File: config.mk
export PLATFORM = sky130hd
export DESIGN_NAME = prefix_match_next_char_set_core_flat
export DESIGN_NICKNAME = d
export VERILOG_FILES = /design/src/rtl/pmnc_pkg.sv /design/src/rtl/pmnc_in_if.sv /design/src/rtl/pmnc_out_if.sv /design/src/rtl/pmnc_ctrl.sv /design/src/rtl/pmnc_dp.sv /design/src/rtl/prefix_match_next_char_set_core.sv /design/src/flat_wrapper.sv
export SDC_FILE = /design/constraint.sdc
export NUM_CORES = 2
export LEC_CHECK = 0
export ABC_AREA = 1
export CAP_MARGIN = 20
export CORE_MARGIN = 4
export CORE_UTILIZATION = 55
export CTS_CLUSTER_DIAMETER = 150
export CTS_CLUSTER_SIZE = 12
export DETAILED_ROUTE_END_ITERATION = 6
export DONT_BUFFER_PORTS = 1
export GPL_TIMING_DRIVEN = 1
export PLACE_DENSITY = 0.75
export SYNTH_ARGS = -nofsm -noshare
export SYNTH_HDL_FRONTEND = slang
export SYNTH_SLANG_ARGS = --single-unit
export TNS_END_PERCENT = 10
File: constraint.sdc
create_clock -name clk -period 7.38 [get_ports clk]
set_clock_uncertainty 0.2 [all_clocks]
set_input_delay 0.738 -clock clk [delete_from_list [all_inputs] [get_ports clk]]
set_output_delay 0.738 -clock clk [all_outputs]
set_load 0.005 [all_outputs]
File: src/rtl/pmnc_pkg.sv
// Shared types and constants for the prefix match next-character set block.
// Holds opcodes, result codes, the controller state type and the command
// and status structs that join the controller and the datapath.
package pmnc_pkg;

  // Input operation codes.
  localparam logic [1:0] OP_CLEAR  = 2'd0;
  localparam logic [1:0] OP_PREFIX = 2'd1;
  localparam logic [1:0] OP_ADDR   = 2'd2;
  localparam logic [1:0] OP_REPORT = 2'd3;

  // Result kinds.
  localparam logic [1:0] KIND_STATUS = 2'd0;
  localparam logic [1:0] KIND_CHAR   = 2'd1;
  localparam logic [1:0] KIND_WORD   = 2'd2;

  // Report status codes.
  localparam logic [1:0] STAT_NONE = 2'd0;
  localparam logic [1:0] STAT_ONE  = 2'd1;
  localparam logic [1:0] STAT_MANY = 2'd2;

  // The 256-bit next-character set is held as four 64-bit words.
  localparam int SET_BITS  = 256;
  localparam int WORD_BITS = 64;
  localparam int SET_WORDS = SET_BITS / WORD_BITS;

  // Match counter saturation value.
  localparam logic [7:0] COUNT_MAX = 8'hFF;

  typedef enum logic [2:0] {
    S_IDLE,
    S_EXEC,
    S_END_RD,
    S_END,
    S_REP_RD,
    S_REP_LD
  } state_t;

  // Commands from the controller to the datapath.
  typedef struct packed {
    logic load_item;
    logic exec;
    logic end_rd;
    logic end_do;
    logic rep_rd;
    logic rep_load;
  } dp_cmd_t;

  // Status from the datapath to the controller.
  typedef struct packed {
    logic [1:0] op;
    logic       eos;
    logic       rep_last;
    logic       out_free;
  } dp_status_t;

endpackage

File: src/rtl/pmnc_in_if.sv
// Input channel interface of the prefix match next-character set block.
// Carries the valid/ready handshake and one input item; no dependencies.
interface pmnc_in_if;
  logic       valid;
  logic       ready;
  logic [1:0] operation;
  logic [7:0] char_value;
  logic       end_of_string;

  modport source (output valid, operation, char_value, end_of_string, input ready);
  modport sink (input valid, operation, char_value, end_of_string, output ready);
  modport monitor (input valid, ready, operation, char_value, end_of_string);
endinterface

File: src/rtl/pmnc_out_if.sv
// Result channel interface of the prefix match next-character set block.
// Carries the valid/ready handshake and one result item; no dependencies.
interface pmnc_out_if;
  logic        valid;
  logic        ready;
  logic [1:0]  kind;
  logic [1:0]  status;
  logic [7:0]  match_count;
  logic [7:0]  out_char;
  logic [63:0] set_word;
  logic [1:0]  word_index;
  logic        last;

  modport source (output valid, kind, status, match_count, out_char, set_word,
                  word_index, last, input ready);
  modport sink (input valid, kind, status, match_count, out_char, set_word,
                word_index, last, output ready);
  modport monitor (input valid, ready, kind, status, match_count, out_char,
                   set_word, word_index, last);
endinterface

File: src/rtl/pmnc_ctrl.sv
// Controller state machine of the prefix match next-character set block.
// Sequences item execution, address completion and report runs.
// Depends on pmnc_pkg.
module pmnc_ctrl (
  input  logic                clk,
  input  logic                rst,
  input  logic                item_valid,
  output logic                item_ready,
  input  pmnc_pkg::dp_status_t stat,
  output pmnc_pkg::dp_cmd_t    cmd
);

  pmnc_pkg::state_t state;
  pmnc_pkg::state_t state_next;

  // State register.
  always_ff @(posedge clk) begin
    if (rst) begin
      state <= pmnc_pkg::S_IDLE;
    end else begin
      state <= state_next;
    end
  end

  // Next state and command decode.
  always_comb begin
    state_next = state;
    cmd        = '0;
    item_ready = 1'b0;
    unique case (state)
      pmnc_pkg::S_IDLE: begin
        item_ready    = 1'b1;
        cmd.load_item = item_valid;
        if (item_valid) begin
          state_next = pmnc_pkg::S_EXEC;
        end
      end
      pmnc_pkg::S_EXEC: begin
        cmd.exec = 1'b1;
        if (stat.op == pmnc_pkg::OP_ADDR && stat.eos) begin
          state_next = pmnc_pkg::S_END_RD;
        end else if (stat.op == pmnc_pkg::OP_REPORT) begin
          state_next = pmnc_pkg::S_REP_RD;
        end else begin
          state_next = pmnc_pkg::S_IDLE;
        end
      end
      pmnc_pkg::S_END_RD: begin
        cmd.end_rd = 1'b1;
        state_next = pmnc_pkg::S_END;
      end
      pmnc_pkg::S_END: begin
        cmd.end_do = 1'b1;
        state_next = pmnc_pkg::S_IDLE;
      end
      pmnc_pkg::S_REP_RD: begin
        cmd.rep_rd = 1'b1;
        state_next = pmnc_pkg::S_REP_LD;
      end
      pmnc_pkg::S_REP_LD: begin
        // Wait for the output register to free up, then load one result.
        cmd.rep_load = stat.out_free;
        if (stat.out_free) begin
          state_next = stat.rep_last ? pmnc_pkg::S_IDLE : pmnc_pkg::S_REP_RD;
        end
      end
      default: begin
        state_next = pmnc_pkg::S_IDLE;
      end
    endcase
  end

endmodule

File: src/rtl/pmnc_dp.sv
// Datapath of the prefix match next-character set block: prefix and
// address memories, match state, the next-character set and the output
// register. Depends on pmnc_pkg; driven by pmnc_ctrl commands.
module pmnc_dp #(
  parameter int MAX_LEN = 32
) (
  input  logic                 clk,
  input  logic                 rst,
  input  pmnc_pkg::dp_cmd_t     cmd,
  output pmnc_pkg::dp_status_t  stat,
  input  logic [1:0]           operation,
  input  logic [7:0]           char_value,
  input  logic                 end_of_string,
  output logic                 res_valid,
  input  logic                 res_ready,
  output logic [1:0]           kind,
  output logic [1:0]           status,
  output logic [7:0]           match_count,
  output logic [7:0]           out_char,
  output logic [63:0]          set_word,
  output logic [1:0]           word_index,
  output logic                 last
);

  localparam int AW = $clog2(MAX_LEN);       // memory index width
  localparam int PW = $clog2(MAX_LEN + 2);   // position, saturates at MAX_LEN+1
  localparam int LW = $clog2(MAX_LEN + 1);   // lengths up to MAX_LEN
  localparam int KW = $clog2(MAX_LEN + 2);   // report run counter

  // Latched input item.
  logic [1:0] op_q;
  logic [7:0] ch_q;
  logic       eos_q;

  // Memories and their registered read data.
  logic [7:0] prefix_mem [MAX_LEN];
  logic [7:0] buf_mem    [2][MAX_LEN];
  logic [7:0] pref_rd;
  logic [7:0] buf_rd;

  // Match state.
  logic [LW-1:0] prefix_length;
  logic          prefix_too_long;
  logic          found_select;
  logic [LW-1:0] found_length;
  logic [PW-1:0] position;
  logic          still_matching;
  logic [63:0]   enable_set [pmnc_pkg::SET_WORDS];
  logic [7:0]    match_total;

  // Report run state.
  logic [1:0]    rep_status;
  logic [KW-1:0] rep_n;
  logic [KW-1:0] rep_k;

  logic          back;
  logic          do_clear;
  logic          do_prefix;
  logic          do_addr;
  logic          rep_start;
  logic          is_match;
  logic [KW-1:0] k_minus;
  logic [1:0]    stat_now;

  assign back      = ~found_select;
  assign do_clear  = cmd.exec && (op_q == pmnc_pkg::OP_CLEAR);
  assign do_prefix = cmd.exec && (op_q == pmnc_pkg::OP_PREFIX) && (ch_q != 8'd0);
  assign do_addr   = cmd.exec && (op_q == pmnc_pkg::OP_ADDR) && (ch_q != 8'd0);
  assign rep_start = cmd.exec && (op_q == pmnc_pkg::OP_REPORT);
  assign k_minus   = rep_k - KW'(1);

  // A completed address matches when it never diverged and fits the limits.
  assign is_match = still_matching && !prefix_too_long &&
                    (position <= PW'(MAX_LEN)) && (position >= PW'(prefix_length));

  always_comb begin
    if (match_total == 8'd0) begin
      stat_now = pmnc_pkg::STAT_NONE;
    end else if (match_total == 8'd1) begin
      stat_now = pmnc_pkg::STAT_ONE;
    end else begin
      stat_now = pmnc_pkg::STAT_MANY;
    end
  end

  // Input item latch and prefix read at the current position.
  always_ff @(posedge clk) begin
    if (cmd.load_item) begin
      op_q  <= operation;
      ch_q  <= char_value;
      eos_q <= end_of_string;
      if (position < PW'(MAX_LEN)) begin
        pref_rd <= prefix_mem[position[AW-1:0]];
      end
    end
  end

  // Prefix memory write.
  always_ff @(posedge clk) begin
    if (do_prefix && (prefix_length < LW'(MAX_LEN))) begin
      prefix_mem[prefix_length[AW-1:0]] <= ch_q;
    end
  end

  // Address double buffer: write at the position, read for the
  // next-character lookup or for the report run.
  always_ff @(posedge clk) begin
    if (do_addr && (position < PW'(MAX_LEN))) begin
      buf_mem[back][position[AW-1:0]] <= ch_q;
    end
    if (cmd.end_rd && (prefix_length < LW'(MAX_LEN))) begin
      buf_rd <= buf_mem[back][prefix_length[AW-1:0]];
    end else if (cmd.rep_rd && (rep_k != '0)) begin
      buf_rd <= buf_mem[found_select][k_minus[AW-1:0]];
    end
  end

  // Match state; a clear item returns it to the reset values.
  always_ff @(posedge clk) begin
    if (rst || do_clear) begin
      prefix_length   <= '0;
      prefix_too_long <= 1'b0;
      found_select    <= 1'b0;
      found_length    <= '0;
      position        <= '0;
      still_matching  <= 1'b1;
      match_total     <= '0;
      for (int i = 0; i < pmnc_pkg::SET_WORDS; i++) begin
        enable_set[i] <= '0;
      end
    end else begin
      if (do_prefix) begin
        if (prefix_length < LW'(MAX_LEN)) begin
          prefix_length <= prefix_length + LW'(1);
        end else begin
          prefix_too_long <= 1'b1;
        end
      end
      if (do_addr) begin
        if ((position < PW'(prefix_length)) && (pref_rd != ch_q)) begin
          still_matching <= 1'b0;
        end
        if (position <= PW'(MAX_LEN)) begin
          position <= position + PW'(1);
        end
      end
      // Address completion: count, mark the following byte, swap buffers.
      if (cmd.end_do) begin
        if (is_match) begin
          if (match_total != pmnc_pkg::COUNT_MAX) begin
            match_total <= match_total + 8'd1;
          end
          if (position > PW'(prefix_length)) begin
            enable_set[buf_rd[7:6]][buf_rd[5:0]] <= 1'b1;
          end
          found_select <= back;
          found_length <= position[LW-1:0];
        end
        position       <= '0;
        still_matching <= 1'b1;
      end
    end
  end

  // Report run bookkeeping.
  always_ff @(posedge clk) begin
    if (rep_start) begin
      rep_status <= stat_now;
      rep_k      <= '0;
      if (stat_now == pmnc_pkg::STAT_ONE) begin
        rep_n <= KW'(1) + KW'(found_length);
      end else if (stat_now == pmnc_pkg::STAT_MANY) begin
        rep_n <= KW'(1) + KW'(pmnc_pkg::SET_WORDS);
      end else begin
        rep_n <= KW'(1);
      end
    end else if (cmd.rep_load) begin
      rep_k <= rep_k + KW'(1);
    end
  end

  // Output register valid flag.
  always_ff @(posedge clk) begin
    if (rst) begin
      res_valid <= 1'b0;
    end else if (cmd.rep_load) begin
      res_valid <= 1'b1;
    end else if (res_ready) begin
      res_valid <= 1'b0;
    end
  end

  // Output register payload.
  always_ff @(posedge clk) begin
    if (cmd.rep_load) begin
      status      <= rep_status;
      match_count <= match_total;
      last        <= (rep_k + KW'(1) == rep_n);
      if (rep_k == '0) begin
        kind       <= pmnc_pkg::KIND_STATUS;
        out_char   <= 8'd0;
        set_word   <= 64'd0;
        word_index <= 2'd0;
      end else if (rep_status == pmnc_pkg::STAT_ONE) begin
        kind       <= pmnc_pkg::KIND_CHAR;
        out_char   <= buf_rd;
        set_word   <= 64'd0;
        word_index <= 2'd0;
      end else begin
        kind       <= pmnc_pkg::KIND_WORD;
        out_char   <= 8'd0;
        set_word   <= enable_set[k_minus[1:0]];
        word_index <= k_minus[1:0];
      end
    end
  end

  assign stat.op       = op_q;
  assign stat.eos      = eos_q;
  assign stat.rep_last = (rep_k + KW'(1) == rep_n);
  assign stat.out_free = !res_valid || res_ready;

endmodule

File: src/rtl/prefix_match_next_char_set_core.sv
// Prefix match next-character set: one item at a time. A clear, a prefix
// byte or an address byte passes through the execute state before the next
// item can be taken; the final byte of an address also passes through the
// end-read and end states, since the completion step reads the address
// buffer memory at the prefix length through its registered port. A report
// passes through the execute state, then a read state and a load state per
// result (1 + found length, 1 + 4, or 1 results); the load state waits while
// the result sink holds ready low. The output register lets a new item be
// accepted while the final result still waits. The memories need no clearing
// pass; data read from an unwritten entry is never used.
module prefix_match_next_char_set_core #(
  parameter int MAX_LEN = 32
) (
  input logic      clk,
  input logic      rst,
  pmnc_in_if.sink  item,
  pmnc_out_if.source result
);

  pmnc_pkg::dp_cmd_t    cmd;
  pmnc_pkg::dp_status_t stat;

  // Controller.
  pmnc_ctrl u_ctrl (
    .clk        (clk),
    .rst        (rst),
    .item_valid (item.valid),
    .item_ready (item.ready),
    .stat       (stat),
    .cmd        (cmd)
  );

  // Datapath.
  pmnc_dp #(
    .MAX_LEN (MAX_LEN)
  ) u_dp (
    .clk           (clk),
    .rst           (rst),
    .cmd           (cmd),
    .stat          (stat),
    .operation     (item.operation),
    .char_value    (item.char_value),
    .end_of_string (item.end_of_string),
    .res_valid     (result.valid),
    .res_ready     (result.ready),
    .kind          (result.kind),
    .status        (result.status),
    .match_count   (result.match_count),
    .out_char      (result.out_char),
    .set_word      (result.set_word),
    .word_index    (result.word_index),
    .last          (result.last)
  );

endmodule

File: src/flat_wrapper.sv
// flat-port wrapper written by rule: the top's interface ports become plain ports
module prefix_match_next_char_set_core_flat 
#(
  parameter int MAX_LEN = 32
)
  (clk, rst, item_valid, item_operation, item_char_value, item_end_of_string, item_ready, result_valid, result_kind, result_status, result_match_count, result_out_char, result_set_word, result_word_index, result_last, result_ready);
  pmnc_in_if item_i ();
  pmnc_out_if result_i ();
  input logic clk;
  input logic rst;
  input wire logic [$bits(item_i.valid)-1:0] item_valid;
  input wire logic [$bits(item_i.operation)-1:0] item_operation;
  input wire logic [$bits(item_i.char_value)-1:0] item_char_value;
  input wire logic [$bits(item_i.end_of_string)-1:0] item_end_of_string;
  output wire logic [$bits(item_i.ready)-1:0] item_ready;
  output wire logic [$bits(result_i.valid)-1:0] result_valid;
  output wire logic [$bits(result_i.kind)-1:0] result_kind;
  output wire logic [$bits(result_i.status)-1:0] result_status;
  output wire logic [$bits(result_i.match_count)-1:0] result_match_count;
  output wire logic [$bits(result_i.out_char)-1:0] result_out_char;
  output wire logic [$bits(result_i.set_word)-1:0] result_set_word;
  output wire logic [$bits(result_i.word_index)-1:0] result_word_index;
  output wire logic [$bits(result_i.last)-1:0] result_last;
  input wire logic [$bits(result_i.ready)-1:0] result_ready;
  assign item_i.valid = item_valid;
  assign item_i.operation = item_operation;
  assign item_i.char_value = item_char_value;
  assign item_i.end_of_string = item_end_of_string;
  assign item_ready = item_i.ready;
  assign result_valid = result_i.valid;
  assign result_kind = result_i.kind;
  assign result_status = result_i.status;
  assign result_match_count = result_i.match_count;
  assign result_out_char = result_i.out_char;
  assign result_set_word = result_i.set_word;
  assign result_word_index = result_i.word_index;
  assign result_last = result_i.last;
  assign result_i.ready = result_ready;
  prefix_match_next_char_set_core #(.MAX_LEN(MAX_LEN)) u_core (.clk(clk), .rst(rst), .item(item_i), .result(result_i));
endmodule
==> reports/metrics.csv <==
stage,metric,value,unit
clock_tree,CTS tree,done,
place,Placer Congestion,0.889,
timing,min Tclk post-route,4.62,ns
synth,Synth cell types,40,
drt,Detail Route Antenna Nets,0,
place,placed insts,6428,
synth,"Seq/Total Area, Yosys",63.4,%
synth,Seq cells post-synth,1186,
synth,Compound-Gate Fraction of Synth Area,14.3,%
timing,Final period util,62.7,%
global_route,largest net degree at the start of global routing,220,
synth,Mapped Nets,5510,
floorplan,core region area,100000,sq um
timing,Worst Tran Pin Value,1.16,ns
synth,XOR/XNOR share of the synthesized area,0.331,%
setup_path,CP Data Required Time,7.57,ns
clock_tree,TritonCTS buffer count,108,
global_route,Tot GR Track Use,27.6,%
min_path,Hold Startpoint,rst,
synth,dominant cell type by area after synthesis,edfxtp_1,
cells_and_area,Finished Layout Cells,6611,
drt,DR vias/cell,6.37,
setup_path,Top delay family on crit path,buffers and inverters,
setup_path,Worst path max stage delay,0.64,ns
synth,mean area per synthesized cell,10.1,sq um
power,P per Cell Area,257,nW/um^2
clock_tree,clk buf depth,3,
clock_tree,PostCTS Resize Cnt,0,
run_status,status,finished clean,
timing,FMAX,0.216,GHz
drt,iteration count of the initial detailed-routing pass,6,
synth,Post-Synthesis Cells,5475,
clock_tree,Worst-Skew Late Latency,0.71,ns
synth,Mapped Area,55500,sq um
floorplan,I/O pin count,104,
cells_and_area,fin nets,5291,
floorplan,Die Wd,326,um
timing,WHS,0.155,ns
setup_path,CP max-delay cell,nand3_4,
synth,top_reg_cell synth,edfxtp_1,
timing,final setup margin,2.76,ns
synth,Commonest cells post-synth,"edfxtp_1, nand2_1, o21ai_0",
timing,unrepaired setup endpoints after global routing,no,
setup_path,reg2reg start,u_core.u_dp.prefix_length[1],
global_route,total gr overflow,0,
setup_path,critical-path cell list,"inv_2, ha_1, inv_1, nor2_1, o21ai_0, nand2_1, inv_1, nor2_2, nand2_2, clkinv_2, buf_4, nand3_4, buf_4, o21ai_0",
synth,dominant cells by area after synthesis,"edfxtp_1, nand2_1, o21ai_0",
timing,Relative slew margins,22.1,%
clock_tree,H-Tree Depth,3,
global_route,antenna violations before repair,1,
setup_path,R2R Setup Slk,2.76,ns
cells_and_area,diode count,0,
clock_tree,Num Clock Sinks,1186,
place,dpl cell area,56200,sq um
drt,detailed-route DRC error count,0,
clock_tree,CTS root buf,clkbuf_16,
cells_and_area,Filler Cells Inserted,7936,
power,maximum VDD drop,0.000217,V
drt,DRT Wirelength,150,mm
power,Leak,20.3,nW
cells_and_area,layout cells sized above 1,4.57,%
timing,Slew Limit Fails,0,
synth,Synth Area in Adders,0.451,%
drt,wire per inst,22.8,um
synth,async set-reset flop share out of synthesis,0,%
cells_and_area,post-route cell area,59400,sq um
floorplan,Std-Cell Rows,116,
clock_tree,Clock Pin Slew Worst Setup and Hold Paths,0.06,ns
place,DP Worst Slack,2.86,ns
synth,warnings from Yosys,0,
setup_path,Crit. End Element,flop,
setup_path,worst setup path class,flop to flop,
run,maximum capacitance violations,0,
min_path,Hold WC Path Type,primary input to flop,
setup_path,CP startpoint kind,flop,
global_route,first-pass GRT wire length,230,mm
synth,largest family of logic cells by synthesized area,simple AND/OR/NAND/NOR gates,
synth,simple logic cell fraction of the synthesized area,15.0,%
timing,Final setup viols,0,
synth,post-synth top area share,62.0,%
timing,Final Hold Fails,0,
floorplan,die footprint,106000,sq um
synth,mux share of post-synthesis cell area,0.649,%
place,I/O Buffers,0,
floorplan,Die Ht,326,um
synth,number of enable flip-flop cells after synthesis,1146,
synth,most common cell in the netlist,edfxtp_1,
place,hpwl dp,87.2,mm
setup_path,CP bufs+invs,6,
timing,Setup TNS,0,ns
setup_path,Worst Path Arrival,4.82,ns
drt,initial detailed-routing violation count,6302,
global_route,number of global-route vias before repair,39796,
setup_path,Crit Path Max Fanout,69,
drt,via count,42130,
setup_path,CP Launch Point,u_core.u_dp.prefix_length[1],
floorplan,Initial Util,55.4,%
cells_and_area,Area Overhead vs Synth,6.97,%
[stage by stage]
step                utilization [%]  total power [mW]
floorplan                         -              9.27
global placement               56.1              10.2
detailed placement             56.1              10.2
CTS                            59.2              15.2
global route                   59.3              15.7
finish                         59.3              15.3
[cell families (layout without fill, tap and decap cells)]
kind of cell,Yosys count,count (layout)
DFF,1186,1186
AOI/OAI and AO/OA,1393,1393
xor gates and xnor gates,21,21
adders and majority gates,20,20
and+or+nand+nor,2009,2009
muxes,36,36
buffers and inverters,810,648
[state kept, by name, indices dropped and copies added (netlist names), 64 cells and up, named ones only]
register	cells
u_core.u_dp.prefix_mem	256
u_core.u_dp.set_word	64
u_core.u_dp.enable_set	256
u_core.u_dp.buf_mem	512
[per-layer routing]
layer	share of wire [%]	routed length, um	global-route usage [%]	vias up
li1	-	-	-	19001
met1	37	55900	36.3	20085
met2	48	71600	45.0	2583
met3	10	15600	4.86	459
met4	4.9	7340	12.8	2
met5	0.0073	11	0	-
[where the power goes]
part           switching [mW]  internal, mW
clock network            2.40          2.71
registers              0.0846          7.57
logic                    1.90         0.632
total                    4.38          10.9
[worst min-delay path: cells and delay by family]
kind / cells / cell delay, ns
buffers and inverters: 1 / 0.04
AOI/OAI and AO/OA: 2 / 0.23
[cell usage in the layout, fill, tap and decap left out, drive strengths merged, types with 6 or more instances in the layout]
cell / netlist / routed
nand3: 513 / 513
buf: 138 / 81
mux2i: 36 / 36
xor2: 16 / 16
inv: 381 / 382
o22ai: 64 / 64
ha: 20 / 20
a21oi: 360 / 360
nor4: 7 / 7
nand4: 20 / 20
dfxtp: 40 / 40
dlygate4sd3: 0 / 12
a22o: 6 / 6
nand2: 910 / 910
clkbuf: 285 / 162
clkinv: 6 / 11
o32ai: 36 / 36
o211ai: 288 / 288
edfxtp: 1146 / 1146
o21ai: 637 / 637
nor3: 33 / 33
nor2: 521 / 521
[layout make-up]
type                            count  area (sq um)  share of cell area, %
Tap cell                         1298          1620                   2.73
Clock inverter                      6           101                  0.171
Multi-Input combinational cell   3479         17200                   29.0
Timing Repair Buffer               94           837                   1.41
Inverter                          387          1480                   2.49
Clock buffer                      161          2920                   4.92
Sequential cell                  1186         35200                   59.3
[timing repair]
item | in CTS | in global routing
buffers inserted | 0 | 0
hold buffers | 12 | 0
endpoints found under the hold margin | 15 | 0
[worst paths after layout]
| path | to | cells after the start |
|---|---|---|
| max | u_core.u_dp.enable_set[1][27] | 14 |
| min | u_core.u_dp.match_total[7] | 3 |
| max reg2reg | u_core.u_dp.enable_set[1][27] | 14 |
| min reg2reg | u_core.u_dp.prefix_too_long | 2 |
No activity file was read; power rests on OpenSTA's default activity.
